===== src/hw/rtl/cvkt_pkg.sv =====
`default_nettype none
package cvkt_pkg;

	// Fixed-point format and sizes.
	localparam int DATA_W  = 32;
	localparam int FRAC    = 16;
	localparam int COORDS  = 4;
	localparam int NSTATE  = 2 * COORDS;
	localparam int SUM_W   = DATA_W + 4;
	localparam int DIV_W   = DATA_W + FRAC;
	localparam int CNT_W   = $clog2(DIV_W + 1);
	localparam int CRD_W   = $clog2(COORDS);
	localparam int ELEM_W  = $clog2(NSTATE);
	localparam int CFG_W   = 31;
	localparam int IN_W    = 168;
	localparam int OUT_W   = 40;

	typedef logic signed [DATA_W-1:0] data_t;
	typedef logic signed [SUM_W-1:0]  sum_t;
	typedef logic [DATA_W-1:0]        umag_t;
	typedef logic [CRD_W-1:0]         coord_t;
	typedef logic [ELEM_W-1:0]        elem_t;

	localparam sum_t  SUM_MAX = sum_t'(64'sh7FFF_FFFF);
	localparam sum_t  SUM_MIN = -SUM_MAX - sum_t'(1);
	localparam sum_t  ONE     = sum_t'(64'sh1_0000);
	localparam logic [CFG_W-1:0] NOISE_RESET = CFG_W'(65536);

	// Operation codes of an input item.
	typedef enum logic [1:0] {
		OP_INIT    = 2'd0,
		OP_PREDICT = 2'd1,
		OP_UPDATE  = 2'd2,
		OP_NONE    = 2'd3
	} opcode_t;

	// Configuration register indexes.
	localparam logic REG_Q = 1'b0;
	localparam logic REG_R = 1'b1;

	// Multiply steps of an update.
	localparam logic [2:0] MUL_KP_Y  = 3'd0;
	localparam logic [2:0] MUL_KV_Y  = 3'd1;
	localparam logic [2:0] MUL_M_PP  = 3'd2;
	localparam logic [2:0] MUL_M_PV  = 3'd3;
	localparam logic [2:0] MUL_KV_PP = 3'd4;
	localparam logic [2:0] MUL_KV_PV = 3'd5;

	// Datapath operations issued by the controller.
	typedef enum logic [3:0] {
		UOP_NONE,
		UOP_PRED,
		UOP_PREP,
		UOP_DIV_START,
		UOP_DIV_STORE,
		UOP_MUL,
		UOP_MUL_FIN,
		UOP_COMMIT,
		UOP_EMIT
	} uop_t;

	typedef enum logic [3:0] {
		ST_IDLE,
		ST_PRED,
		ST_PREP,
		ST_DIVS,
		ST_DIVW,
		ST_MUL,
		ST_MULF,
		ST_COMMIT,
		ST_EMIT
	} state_t;

	typedef struct packed {
		logic       capture;
		uop_t       uop;
		logic [2:0] sel;
		logic       last;
	} cmd_t;

	typedef struct packed {
		logic div_busy;
		logic out_busy;
	} stat_t;

	// Saturate a wide sum to the data range.
	function automatic data_t sat_sum(sum_t v);
		sum_t r;
		r = (v > SUM_MAX) ? SUM_MAX : ((v < SUM_MIN) ? SUM_MIN : v);
		return data_t'(r[DATA_W-1:0]);
	endfunction

	// Magnitude of a signed value; the most negative value maps to 2^(DATA_W-1).
	function automatic umag_t mag(data_t v);
		data_t n;
		n = -v;
		return v[DATA_W-1] ? umag_t'(n) : umag_t'(v);
	endfunction

	// Signed result from a magnitude, saturated.
	function automatic data_t from_mag(logic neg, logic [DIV_W-1:0] m);
		logic [DIV_W-1:0] lim;
		logic [DIV_W-1:0] c;
		logic [DIV_W-1:0] r;
		lim = neg ? (DIV_W'(1) << (DATA_W - 1)) : ((DIV_W'(1) << (DATA_W - 1)) - DIV_W'(1));
		c = (m > lim) ? lim : m;
		r = neg ? (~c + DIV_W'(1)) : c;
		return data_t'(r[DATA_W-1:0]);
	endfunction

	// Element index to coordinate and position/velocity select.
	function automatic coord_t elem_coord(elem_t e);
		return {e[2], e[0]};
	endfunction

	function automatic logic elem_is_vel(elem_t e);
		return e[1];
	endfunction

endpackage
`default_nettype wire


===== src/hw/rtl/cvkt_ctrl.sv =====
`default_nettype none
module cvkt_ctrl import cvkt_pkg::*; (
	input  wire logic    clk,
	input  wire logic    arst_n,
	input  wire logic    s_tvalid,
	output logic         s_tready,
	input  wire opcode_t opcode,
	input  wire stat_t   stat,
	output cmd_t         cmd
);

	state_t     state_q, state_d;
	coord_t     coord_q, coord_d;
	logic       dsel_q, dsel_d;
	logic [2:0] msel_q, msel_d;
	elem_t      ecnt_q, ecnt_d;

	// State register and step counters.
	always_ff @(posedge clk or negedge arst_n) begin
		if (!arst_n) begin
			state_q <= ST_IDLE;
			coord_q <= '0;
			dsel_q  <= 1'b0;
			msel_q  <= '0;
			ecnt_q  <= '0;
		end else begin
			state_q <= state_d;
			coord_q <= coord_d;
			dsel_q  <= dsel_d;
			msel_q  <= msel_d;
			ecnt_q  <= ecnt_d;
		end
	end

	// Next state and datapath commands.
	always_comb begin
		state_d     = state_q;
		coord_d     = coord_q;
		dsel_d      = dsel_q;
		msel_d      = msel_q;
		ecnt_d      = ecnt_q;
		s_tready    = 1'b0;
		cmd.capture = 1'b0;
		cmd.uop     = UOP_NONE;
		cmd.sel     = '0;
		cmd.last    = 1'b0;
		case (state_q)
			ST_IDLE: begin
				s_tready = 1'b1;
				if (s_tvalid) begin
					cmd.capture = 1'b1;
					coord_d     = '0;
					ecnt_d      = '0;
					dsel_d      = 1'b0;
					case (opcode)
						OP_PREDICT: state_d = ST_PRED;
						OP_UPDATE:  state_d = ST_PREP;
						default:    state_d = ST_IDLE;
					endcase
				end
			end
			ST_PRED: begin
				cmd.uop = UOP_PRED;
				coord_d = coord_q + coord_t'(1);
				if (coord_q == coord_t'(COORDS - 1))
					state_d = ST_EMIT;
			end
			ST_PREP: begin
				cmd.uop = UOP_PREP;
				dsel_d  = 1'b0;
				state_d = ST_DIVS;
			end
			ST_DIVS: begin
				cmd.uop = UOP_DIV_START;
				cmd.sel = {2'b0, dsel_q};
				state_d = ST_DIVW;
			end
			ST_DIVW: begin
				if (!stat.div_busy) begin
					cmd.uop = UOP_DIV_STORE;
					cmd.sel = {2'b0, dsel_q};
					if (!dsel_q) begin
						dsel_d  = 1'b1;
						state_d = ST_DIVS;
					end else begin
						msel_d  = MUL_KP_Y;
						state_d = ST_MUL;
					end
				end
			end
			ST_MUL: begin
				cmd.uop = UOP_MUL;
				cmd.sel = msel_q;
				state_d = ST_MULF;
			end
			ST_MULF: begin
				cmd.uop = UOP_MUL_FIN;
				cmd.sel = msel_q;
				if (msel_q == MUL_KV_PV) begin
					state_d = ST_COMMIT;
				end else begin
					msel_d  = msel_q + 3'd1;
					state_d = ST_MUL;
				end
			end
			ST_COMMIT: begin
				cmd.uop = UOP_COMMIT;
				coord_d = coord_q + coord_t'(1);
				state_d = (coord_q == coord_t'(COORDS - 1)) ? ST_EMIT : ST_PREP;
			end
			ST_EMIT: begin
				if (!stat.out_busy) begin
					cmd.uop  = UOP_EMIT;
					cmd.sel  = ecnt_q;
					cmd.last = (ecnt_q == elem_t'(NSTATE - 1));
					ecnt_d   = ecnt_q + elem_t'(1);
					if (cmd.last)
						state_d = ST_IDLE;
				end
			end
			default: state_d = ST_IDLE;
		endcase
	end

endmodule
`default_nettype wire


===== config.mk =====
export PLATFORM = sky130hd
export DESIGN_NAME = cvkt_ctrl
export DESIGN_NICKNAME = d
export VERILOG_FILES = /design/src/hw/rtl/cvkt_pkg.sv /design/src/hw/rtl/cvkt_ctrl.sv
export SDC_FILE = /design/constraint.sdc
export NUM_CORES = 1
export LEC_CHECK = 0
export ABC_AREA = 1
export BUFFER_PORTS_ARGS = -buffer_cell sky130_fd_sc_hd__buf_4
export CORE_ASPECT_RATIO = 0.7
export CORE_MARGIN = 5
export CORE_UTILIZATION = 50
export DETAILED_ROUTE_END_ITERATION = 8
export PLACE_DENSITY = 0.75
export SYNTH_ARGS = -nofsm -noshare
export SYNTH_HDL_FRONTEND = slang
export SYNTH_SLANG_ARGS = --single-unit

===== constraint.sdc =====
create_clock -name clk -period 1.85 [get_ports clk]
set_clock_uncertainty 0.15 [all_clocks]
set_input_delay 0.0925 -clock clk [delete_from_list [all_inputs] [get_ports clk]]
set_output_delay 0.0925 -clock clk [all_outputs]
set_load 0.02 [all_outputs]

After elaboration in Yosys (flattened, before gate mapping)
Cells that the tools add are included.
{"block": "op_classes", "add_sub_neg": 3, "eq_ne": 20, "mux": 30, "n_reduce_logical": 12}
{"cell": "one-hot mux 4 bit (9 select lines)", "count": 1}
{"cell": "one-hot mux 4 bit (8 select lines)", "count": 1}
{"cell": "2-to-1 mux 4 bit", "count": 6}
{"cell": "2-to-1 mux 3 bit", "count": 6}
{"cell": "== test 4 x 3 -> 1 bit, second input constant", "count": 4}
{"cell": "inequality test 2 bit, second input constant", "count": 7}
{"cell": "one-hot mux 3 bit (2 select lines)", "count": 2}
{"cell": "one-hot mux 3 bit (4 select lines)", "count": 1}
{"cell": "== test 4 x 2 -> 1 bit, second input constant", "count": 2}
{"cell": "2-to-1 mux 8 bit", "count": 1}
{"cell": "one-hot mux 2 bit (2 select lines)", "count": 2}
{"cell": "adder 3 x 1 -> 3 bit, second input constant", "count": 2}
{"cell": "== test 3 bit, second input constant", "count": 2}
{"cell": "2-to-1 mux 1 bit", "count": 6}
{"cell": "2-to-1 mux 6 bit", "count": 1}
{"cell": "AND reduction 3 bit", "count": 2}
{"cell": "nonzero test 2 bit", "count": 3}
{"cell": "AND reduction 5 bit", "count": 1}
{"cell": "== test 2 bit, second input constant", "count": 2}
{"cell": "== test 4 x 1 -> 1 bit, second input constant", "count": 1}
{"cell": "== test 4 bit, second input constant", "count": 1}
{"cell": "logical NOT 4 bit", "count": 1}
{"cell": "2-to-1 mux 2 bit", "count": 2}
{"cell": "AND reduction 4 bit", "count": 1}
{"cell": "other kinds (6)", "count": 7}
{"block": "totals", "ff_bits": 13, "input_bits": 7, "output_inout_bits": 10, "elab_cells": 70}

Logic depth before layout (Yosys ltp)
{"block": "depth", "word_depth": 4, "ltp_mapped": 9, "mapped_depth_nobuf": 9}

Worst setup path after synthesis
Ideal clock, no wire load.
{"block": "synth_path", "kind": "reg2out", "from": "register state_q[1]", "to": "output port cmd[2] in the netlist's numbering", "t_arrival_ns": 1.402, "required_time_ns": 1.607, "path_slack_ns": 0.205, "path_stages_with_launch": 7, "n_path_buf": 1, "cell_sequence": "dfrtp_1 > nor2_2 > buf_4 > nand2_1 > nor2_4 > inv_2 > o22ai_1"}
{"element": "start, declared", "line": "cvkt_ctrl.sv:12", "text": "state_t state_q, state_d;"}
{"element": "start signal, assigned", "line": "cvkt_ctrl.sv:27", "text": "state_q <= state_d;"}
{"element": "end, declared", "line": "cvkt_ctrl.sv:9", "text": "output cmd_t cmd"}

==> flow_summary_export.csv <==
group,metric,value,unit
status,status,"completed",
timing,slew_violations,0,
global_routing,overflow,0,
worst_setup_path,crit_top_cell,"inv_2",
clock_tree,cts_root_buf,"clkbuf_4",
worst_setup_path,start_kind,"flip-flop",
floorplan,dieArea,3030,um^2
worst_setup_path,crit_arrival,1.56,ns
route,drtIter0Drc,102,
worst_setup_path,cp_slowest_cell,"dfrtp_2",
global_routing,antenna_found_initial,0,
worst_setup_path,crit_fanout,6,
synthesis,avgSynthCellArea,6.90,um^2
layout,syn_to_final_growth,27.8,%
synthesis,yosysWarnings,0,
route,route.detailed.drc,0,
worst_setup_path,cpLargestDelayFamily,"flip-flops",
clock_tree,htree_levels,1,
floorplan,initial_core_util,53.4,%
layout,drive_above_1_share,32.4,%
worst_setup_path,worstPathCellList,"inv_2 -> nor2_2 -> nand2_2 -> nor2_4 -> inv_2 -> o22ai_1 -> buf_4",
timing,worst_pin_slew,0.265,ns
synthesis,synth_fp_nets,158,
clock_tree,clockBufferDepth,2,
synthesis,yosys_register_bits,13,
worst_setup_path,worstSetupPathType,"reg -> out",
clock_tree,cts.sinks,13,
synthesis,syn_inst,146,
floorplan,die-width,63.6,um
pwr,vdd_drop_max,0.999,mV
pwr,p_leak,0.716,nW
worst_setup_path,cpPeakStageDelay,0.49,ns
clock_tree,clk_latency,0.30,ns
worst_setup_path,critPathBufInv,3,
floorplan,coreArea,1890,um^2
floorplan,die_height,47.6,um
clock_tree,clkTransAtPathRegs,0.10,ns
place,io_buffers,16,
floorplan,num_io_pins,17,
synthesis,synth_area,1010,um^2
timing,whs,0.0325,ns
floorplan,num_rows,13,
pwr,cellPowerDensity,1380,nW/um^2
global_routing,grt_start_max_net_pins,14,
layout,num_antenna_cells,0,
route,wire_per_inst,13.6,um
synthesis,ys_seq_area_share,32.3,%
layout,fillers,159,
synthesis,synth_flop_cell,"dfrtp_1",
synthesis,synth_cell_types,22,
pwr,power,1.78,mW
timing,fin_crit,1.80,ns
synthesis,async_reset_ff_share,100,%
worst_setup_path,cp-end-kind,"primary output",
clock_tree,cts_tree,"done",
timing,hold_viol,0,
layout,nNetsFinal,189,
route,viasPerCell,5.19,
route,ant_nets,0,
place,gp_congestion,0.879,
timing,relSlewSlack,82.3,%
global_routing,grt_use_total,19.5,%
timing,rsz0062_at_grt,"yes",
route,via_count,1027,
route,routed_wl,2.70,mm
timing,timing.final.crit_share,97.5,%
route,drt_pass1_iterations,7,
clock_tree,numCtsBuffers,3,
hold_path,hp-class,"in -> async",
job,cap_violations,0,
global_routing,first_global_vias,947,
synthesis,synth_edf_count,0,
timing,fmaxAchievable,555,MHz
place,dpl.hpwl,2.02,mm
worst_setup_path,required,1.61,ns
timing,setup_viol,0,
global_routing,grt_pass1_wl,4.44,mm
## state kept, by name (all words and copies together), names as in the netlist
register  flops
msel_q        3
coord_q       2
state_q       4
ecnt_q        3
dsel_q        1
## worst reg2reg max path, delay by kind of cell (launching register included)
| kind | cells | cell delay, ns |
|---|---|---|
| buf+inv | 1 | 0.14 |
| simple gates | 6 | 0.80 |
| flops | 1 | 0.45 |
## synth_stat cells (2+ instances only)
| cell | n | area [um^2] |
|---|---|---|
| nand2_1 | 43 | 161 |
| o22ai_1 | 2 | 12.5 |
| nand3_2 | 3 | 30.0 |
| nor2_1 | 12 | 45.0 |
| nor2_2 | 7 | 43.8 |
| inv_1 | 20 | 75.1 |
| o21a_1 | 2 | 15.0 |
| a21oi_1 | 2 | 10.0 |
| nand3b_1 | 2 | 15.0 |
| nand3_1 | 14 | 70.1 |
| dfrtp_1 | 13 | 325 |
| nor2_4 | 3 | 33.8 |
| ha_1 | 5 | 62.6 |
| inv_2 | 5 | 18.8 |
| o21ai_1 | 6 | 30.0 |
## logic make-up (layout without fill, tap and decap cells)
kind of cell               after synthesis  in the layout  synth area share (%)
AOI/OAI and AO/OA                       14             14                  8.32
and+or+nand+nor                         87             87                  42.0
DFF                                     13             13                  32.3
adders and majority gates                5              5                  6.21
buffers and inverters                   27             57                  11.2
## through the flow
| step | util, % | TNS, ns | instances | worst slack [ns] | area [um^2] |
|---|---|---|---|---|---|
| after detailed placement | 61.0 | 0 | 184 | 0.221 | 1150 |
| after global placement | 61.0 | 0 | 184 | 0.267 | 1150 |
| after global routing | 68.2 | -0.104 | 198 | -0.0412 | 1290 |
| after CTS | 64.7 | 0 | 191 | 0.0184 | 1220 |
| after floorplan | - | 0 | 146 | 0.205 | 1010 |
| final | 68.2 | 0 | 198 | 0.0467 | 1290 |
## layout make-up
| class | instances | area (um^2) | share of cell area, % |
|---|---|---|---|
| Clock buffer | 3 | 22.5 | 1.75 |
| Clock inverter | 1 | 5.00 | 0.389 |
| Inverter | 25 | 93.8 | 7.29 |
| Multi-Input combinational cell | 106 | 587 | 45.6 |
| Sequential cell | 13 | 330 | 25.7 |
| Tap cell | 22 | 27.5 | 2.14 |
| Timing Repair Buffer | 28 | 221 | 17.2 |
## layout by cell type (no fill, tap or decap)
cell type,instances
buf_4,24
nand2_2,2
nor2_4,6
nand3_1,14
or2_2,1
o21ai_2,1
dfrtp_2,4
dfrtp_1,9
o21bai_1,1
ha_1,5
nand2_4,1
clkinv_2,1
inv_1,19
nor2_2,4
nand3b_1,2
o21ai_1,6
a21oi_1,2
o21a_1,2
o22ai_1,2
nor2_1,12
nand3_2,3
clkbuf_4,3
dlygate4sd3_1,3
inv_2,6
buf_6,1
nand2_1,42
## layer usage
layer / track usage, % / part of all wire [%]
met5: 0 / 0
met4: 6.22 / 1.4
met2: 32.2 / 44
met1: 25.9 / 45
met3: 4.69 / 8.8
## path summary, 6_finish.rpt
path / startpoint / to / slack, ns / cells past startpoint
max: state_q[3] / cmd[2] / 0.05 / 7
min: arst_n / ecnt_q[0] / 0.03 / 2
max reg2reg: state_q[0] / state_q[0] / 0.19 / 7
min reg2reg: coord_q[1] / coord_q[1] / 0.34 / 2
max in group asynchronous: arst_n / state_q[1] / 1.32 / 2
min in group clk: opcode[1] / state_q[0] / 0.04 / 6
## power breakdown
part	total (mW)	internal (mW)	switching (mW)
clock network	0.196	0.0806	0.115
registers	0.474	0.371	0.103
logic	1.11	0.425	0.682
total	1.78	0.877	0.900
## repair_timing
item | CTS | global route
resized for setup | 3 | 7
cloned | 0 | 0
pin swaps | 0 | 4
endpoints found under the setup margin | 4 | 5
hold buffers | 3 | 0
endpoints found under the hold margin | 15 | 0
buffers inserted | 0 | 7
Power figures use the tool's default switching activity.
